===== src/hdl/pdsa_pkg.sv =====
// Shared types and constants for the proper divisor sum and abundance block.
package pdsa_pkg;

  localparam int unsigned SUM_W = 35;

  typedef enum logic [4:0] {
    S_IDLE = 5'b00001,
    S_TEST = 5'b00010,
    S_DIV  = 5'b00100,
    S_ADD  = 5'b01000,
    S_DONE = 5'b10000
  } state_t;

endpackage


===== src/hdl/proper_divisor_sum_abundance.sv =====
// Proper divisor sum and abundance test by trial division with a bit-serial divider.
//
// The block takes one number per transfer and returns the sum of its proper
// divisors together with a flag that is set when the number is less than that
// sum. Trial divisors run from 2 while their square does not exceed the number,
// and each one goes through a shared restoring divider that produces one
// quotient bit per cycle. number_stall stays high while an item is in work and
// while its result waits for the previous one to leave. The finished result
// sits in an output register, so a new number is taken while the previous
// result is still waiting to be collected.
module proper_divisor_sum_abundance
  import pdsa_pkg::*;
#(
  parameter int unsigned NUMBER_BITS = 32
) (
  input  logic                 clk,
  input  logic                 rst,
  input  logic                 number_valid,
  output logic                 number_stall,
  input  logic [31:0]          number,
  output logic                 result_valid,
  input  logic                 result_stall,
  output logic [SUM_W-1:0]     divisor_sum,
  output logic                 is_abundant
);

  localparam int unsigned NB  = NUMBER_BITS;
  localparam int unsigned DW  = (NB + 1) / 2 + 1;
  localparam int unsigned SQW = 2 * DW;
  localparam int unsigned CW  = $clog2(NB);

  state_t              state;
  logic [NB-1:0]       n;
  logic [DW-1:0]       d;
  logic [SQW-1:0]      sq;
  logic [DW-1:0]       r;
  logic [NB-1:0]       q;
  logic [CW-1:0]       cnt;
  logic [SUM_W-1:0]    acc;

  logic [DW:0]         trial;
  logic                fits;
  logic [SQW-1:0]      n_sq;
  logic [SUM_W-1:0]    pair_sum;

  assign number_stall = (state != S_IDLE);
  assign n_sq         = {{(SQW-NB){1'b0}}, n};
  assign trial        = {r, q[NB-1]};
  assign fits         = (trial >= {1'b0, d});
  assign pair_sum     = {{(SUM_W-DW){1'b0}}, d} + {{(SUM_W-NB){1'b0}}, q};

  always_ff @(posedge clk) begin
    if (rst) begin
      state        <= S_IDLE;
      result_valid <= 1'b0;
    end else begin
      if (result_valid && !result_stall && (state != S_DONE)) begin
        result_valid <= 1'b0;
      end
      case (state)
        S_IDLE: begin
          if (number_valid) begin
            n     <= number[NB-1:0];
            d     <= DW'(2);
            sq    <= SQW'(4);
            acc   <= SUM_W'(1);
            state <= S_TEST;
          end
        end
        S_TEST: begin
          if (sq > n_sq) begin
            state <= S_DONE;
          end else begin
            r     <= '0;
            q     <= n;
            cnt   <= CW'(NB - 1);
            state <= S_DIV;
          end
        end
        S_DIV: begin
          if (fits) begin
            r <= DW'(trial - {1'b0, d});
          end else begin
            r <= trial[DW-1:0];
          end
          q <= {q[NB-2:0], fits};
          if (cnt == '0) begin
            state <= S_ADD;
          end else begin
            cnt <= cnt - CW'(1);
          end
        end
        S_ADD: begin
          if (r == '0) begin
            if (sq == n_sq) begin
              acc <= acc + {{(SUM_W-DW){1'b0}}, d};
            end else begin
              acc <= acc + pair_sum;
            end
          end
          sq    <= sq + {{(SQW-DW-1){1'b0}}, d, 1'b1};
          d     <= d + DW'(1);
          state <= S_TEST;
        end
        S_DONE: begin
          if (!result_valid || !result_stall) begin
            divisor_sum  <= acc;
            is_abundant  <= ({{(SUM_W-NB){1'b0}}, n} < acc);
            result_valid <= 1'b1;
            state        <= S_IDLE;
          end
        end
        default: begin
          state <= S_IDLE;
        end
      endcase
    end
  end

endmodule


===== config.mk =====
export PLATFORM = sky130hd
export DESIGN_NAME = proper_divisor_sum_abundance
export DESIGN_NICKNAME = d
export VERILOG_FILES = /design/src/hdl/pdsa_pkg.sv /design/src/hdl/proper_divisor_sum_abundance.sv
export SDC_FILE = /design/constraint.sdc
export NUM_CORES = 1
export LEC_CHECK = 0
export BUFFER_PORTS_ARGS = -buffer_cell sky130_fd_sc_hd__buf_2
export CORE_MARGIN = 2
export CORE_UTILIZATION = 40
export DETAILED_ROUTE_END_ITERATION = 8
export HOLD_SLACK_MARGIN = 0.03
export PLACE_DENSITY = 0.55
export SYNTH_ARGS = -nofsm -noshare
export SYNTH_HDL_FRONTEND = slang
export SYNTH_SLANG_ARGS = --single-unit

===== constraint.sdc =====
create_clock -name clk -period 5.1 [get_ports clk]
set_clock_uncertainty 0.1 [all_clocks]
set_input_delay 0.51 -clock clk [delete_from_list [all_inputs] [get_ports clk]]
set_output_delay 0.51 -clock clk [all_outputs]
set_load 0.005 [all_outputs]

==> results.txt <==
* Status: finished clean
* DP Worst Slack: 0.987 ns
- Top cells by count, synth: edfxtp_1, ha_1, nor2_1, a21oi_1, nand2_1
* Maximum number of pins on one net before global-route repair: 72
- By area the synthesized netlist is led by edfxtp_1, ha_1, xnor2_1.
- Via density per instance: 5.49
* Count of unresolved DRC violations after routing: 0
* Cell class contributing the biggest share of worst-path delay: compound AO/OA/AOI/OAI gates
- Cell area power density: 259 nW/um^2
* Layout Utilization: 0.467
- Horiz. Die Dim: 197 um
- Number of clock sinks seen by CTS: 214
* Global placement routability congestion: 0.867
- The worst setup path is of the flip-flop to flip-flop kind.
* Area taken by multi-input logic gates: 8110 sq um
- Data on the critical path is required at its endpoint by 5.28 ns.
* Buffers & Inverters on Critical Path: 0
- After global routing the overflow that remains totals 0.
- CTS built an H-tree with a depth of 1.
* Total design power: 4.43 mW
- Register area share after synthesis: 0.425
- The longest clock path from root to sink contains 3 buffers.
- The final layout contains routed wiring with a total length of 39900 um.
* Share of synthesized registers carrying an async set or reset: 0
- On the worst path, the slowest cell contributes a delay of 0.59 ns.
- Growth of design area from synthesis to finish: 14.5%
* TritonCTS clock tree: yes
- Worst Tran Pin Value: 1.13 ns
- In this design, the critical path's most frequently occurring cell is fa_1.
- TritonCTS created 27 clock buffers.
* Number of nets at the end of the flow: 1798
- Leakage power of the design: 6.94 nW
- Warnings from Yosys: 0
* Min setup slack post-route: 0.962 ns
* Per-instance average area after synthesis: 10.2 sq um
* Final total negative setup slack: 0 ns
* CP Max Fanout: 9
- Area of all placed cells without fillers: 17100 sq um
- The initial utilization of the core area, before any placement, comes to 0.408.
* Layout cell share with drive strength beyond 1: 0.105
* Via count of the first global-routing pass: 11400
- In this run the tool buffered the top-level ports with 73 buffer cells.
* Count of antenna diodes in the layout: 0
- The worst pin sits at a relative slew slack of 0.245.
- Area leader, netlist: edfxtp_1
- Summing every instance area after synthesis gives 15000 sq um.
- Worst vdd rail ir drop: 0.225 mV
- Final clock period utilization by the worst path: 0.811
* Synthesized instance count: 1464
- Of the post-synthesis cell area, the dominant cell type holds 0.417.
- Counting the fill cells in the layout gives 3443.
- Post-Syn Nets: 1684
- The worst setup path is launched from a flip-flop.
- At the worst endpoint, the arrival time is 4.31 ns.
* CP Cell Sequence: fa_1, ha_1, fa_1, a211o_1, o211ai_2, and2_1, o221ai_2, o211a_4, a2111oi_4, o31ai_1, xnor2_1, o22ai_1
- The region available for standard cell placement spans 36700 sq um.
- The worst path in the final design needs a cycle of 4.14 ns, including I/O delays and setup.
- The die covers 39000 sq um.
- Chip height: 197 um
* Vias: 11300
* Routed length per instance: 19.3 um
- 74 I/O pins were placed.
- Dpl hpwl: 29900 um
- Hold violation count in the final report: 0
- In this run, synthesis inferred 208 flip-flops with an integrated enable.
- Max-slew violation count: 0
- Count of final setup violators: 0
- Initial DRT Pass Iterations: 5
* Classification of the worst-slack hold path: primary input to flip-flop
- Setup repair after global routing missed its margin: no
- The sequential cells in the finished layout cover a total of 6370 sq um.
- The floorplan has 70 rows.
- Final antenna-violating net count: 0
- The placed instances occupy a cell area of 15900 sq um.
* Clock insertion delay at the later pin of the skew report: 0.57 ns
- Reg clk slew, reported paths: 0.06 ns
- For this block, the initial DRC count from the detailed router was 755.
- # Max-Cap Violations: 0
- Crit end category: flip-flop
- Post-CTS Setup Bufs: 0
- #FFs+latches synth: 214
- The initial antenna violation count is 0.
- Max Clock Freq: 0.242 GHz
- Among all flip-flop cells after synthesis, the most frequent one is edfxtp_1.
- In the global route stage, overall resource usage came out at 0.208.
* Most frequently used cell type in the post-synthesis netlist: edfxtp_1
* Synth unique cells: 79
- First-pass GRT wire length: 63200 um
- Critical-path top delay cell: edfxtp_1
- The tree is rooted in a clkbuf_16.
-- flip-flops by register name, summed over array words and instances (netlist names) --
name and cells:
sq 34, state 5, result_valid 1, cnt 5, n 32, divisor_sum 35, d 17, r 17
q 32, is_abundant 1, acc 35
-- timing repair --
item	in CTS	in global routing
hold endpoints to repair	32	0
hold buffers	32	0
resized for setup	0	0
-- placed cells by master, fill, tap and decap left out, drive strengths merged, types with 31 or more instances in the layout --
master       count
clkbuf          31
nor2           132
xnor2           70
a21o            56
ha             163
buf             87
dlygate4sd3     32
inv            107
nand3           32
nand2          110
xor2            38
a21oi          113
edfxtp         208
o21ai          101
-- logic make-up (layout without fill, tap and decap cells) --
family | after synthesis | in the layout | synth area share
flip-flops | 214 | 214 | 0.425
adder cells (fa/ha/maj) | 184 | 184 | 0.164
buffers and inverters | 140 | 273 | 0.0365
AND/OR/NAND/NOR | 421 | 421 | 0.136
multiplexers | 6 | 6 | 0.00401
XOR/XNOR | 108 | 108 | 0.0632
AO/OA/AOI/OAI | 391 | 391 | 0.171
-- report_power, final --
group          leakage, nW  internal, mW  total, mW  switching [mW]
clock                0.437          1.17       1.94           0.775
combinational         4.48         0.205      0.480           0.275
sequential            2.02          1.97       2.01          0.0451
total                 6.94          3.34       4.43            1.10
-- final cells by class --
type / instances / area share
Clock buffer: 31 / 0.0403
Clock inverter: 17 / 0.0112
Inverter: 106 / 0.0232
Multi-Input combinational cell: 1110 / 0.473
Sequential cell: 214 / 0.371
Tap cell: 468 / 0.0342
Timing Repair Buffer: 119 / 0.0469
-- stage by stage --
step                std cells  hold slack, ns
floorplan                1464           0.354
global placement         1985           0.383
detailed placement       1985           0.399
CTS                      2065           0.121
global route             2065           0.154
finish                   2065           0.148
-- worst reg2reg max path, cell delays in order (launching register included) --
cell	delay, ns
edfxtp_1	0.59
fa_1	0.57
ha_1	0.26
fa_1	0.45
a211o_1	0.33
o211ai_2	0.09
and2_1	0.19
o221ai_2	0.16
o211a_4	0.30
a2111oi_4	0.40
o31ai_1	0.17
xnor2_1	0.15
o22ai_1	0.09
-- routing by layer --
| metal | part of all wire | track usage | vias to the layer above |
|---|---|---|---|
| met5 | 0 | 0 | - |
| met4 | 0.017 | 0.0457 | 0 |
| met3 | 0.042 | 0.0254 | 48 |
| met2 | 0.47 | 0.348 | 220 |
| met1 | 0.47 | 0.288 | 5467 |
| li1 | - | - | 5604 |
-- path summary, 6_finish.rpt --
kind / from / endpoint / slack [ns] / depth (start not counted)
worst max-delay path: d[1]$_SDFFCE_PP1P_ / acc[31]$_SDFFCE_PP0P_ / 0.96 / 12
worst min-delay path: result_stall / result_valid$_SDFF_PP0_ / 0.15 / 3
worst max register to register: d[1]$_SDFFCE_PP1P_ / acc[31]$_SDFFCE_PP0P_ / 0.96 / 12
worst min register to register: acc[0]$_SDFFCE_PP1P_ / divisor_sum[0]$_DFFE_PP_ / 0.42 / 0
(Power assumes the default switching activity.)
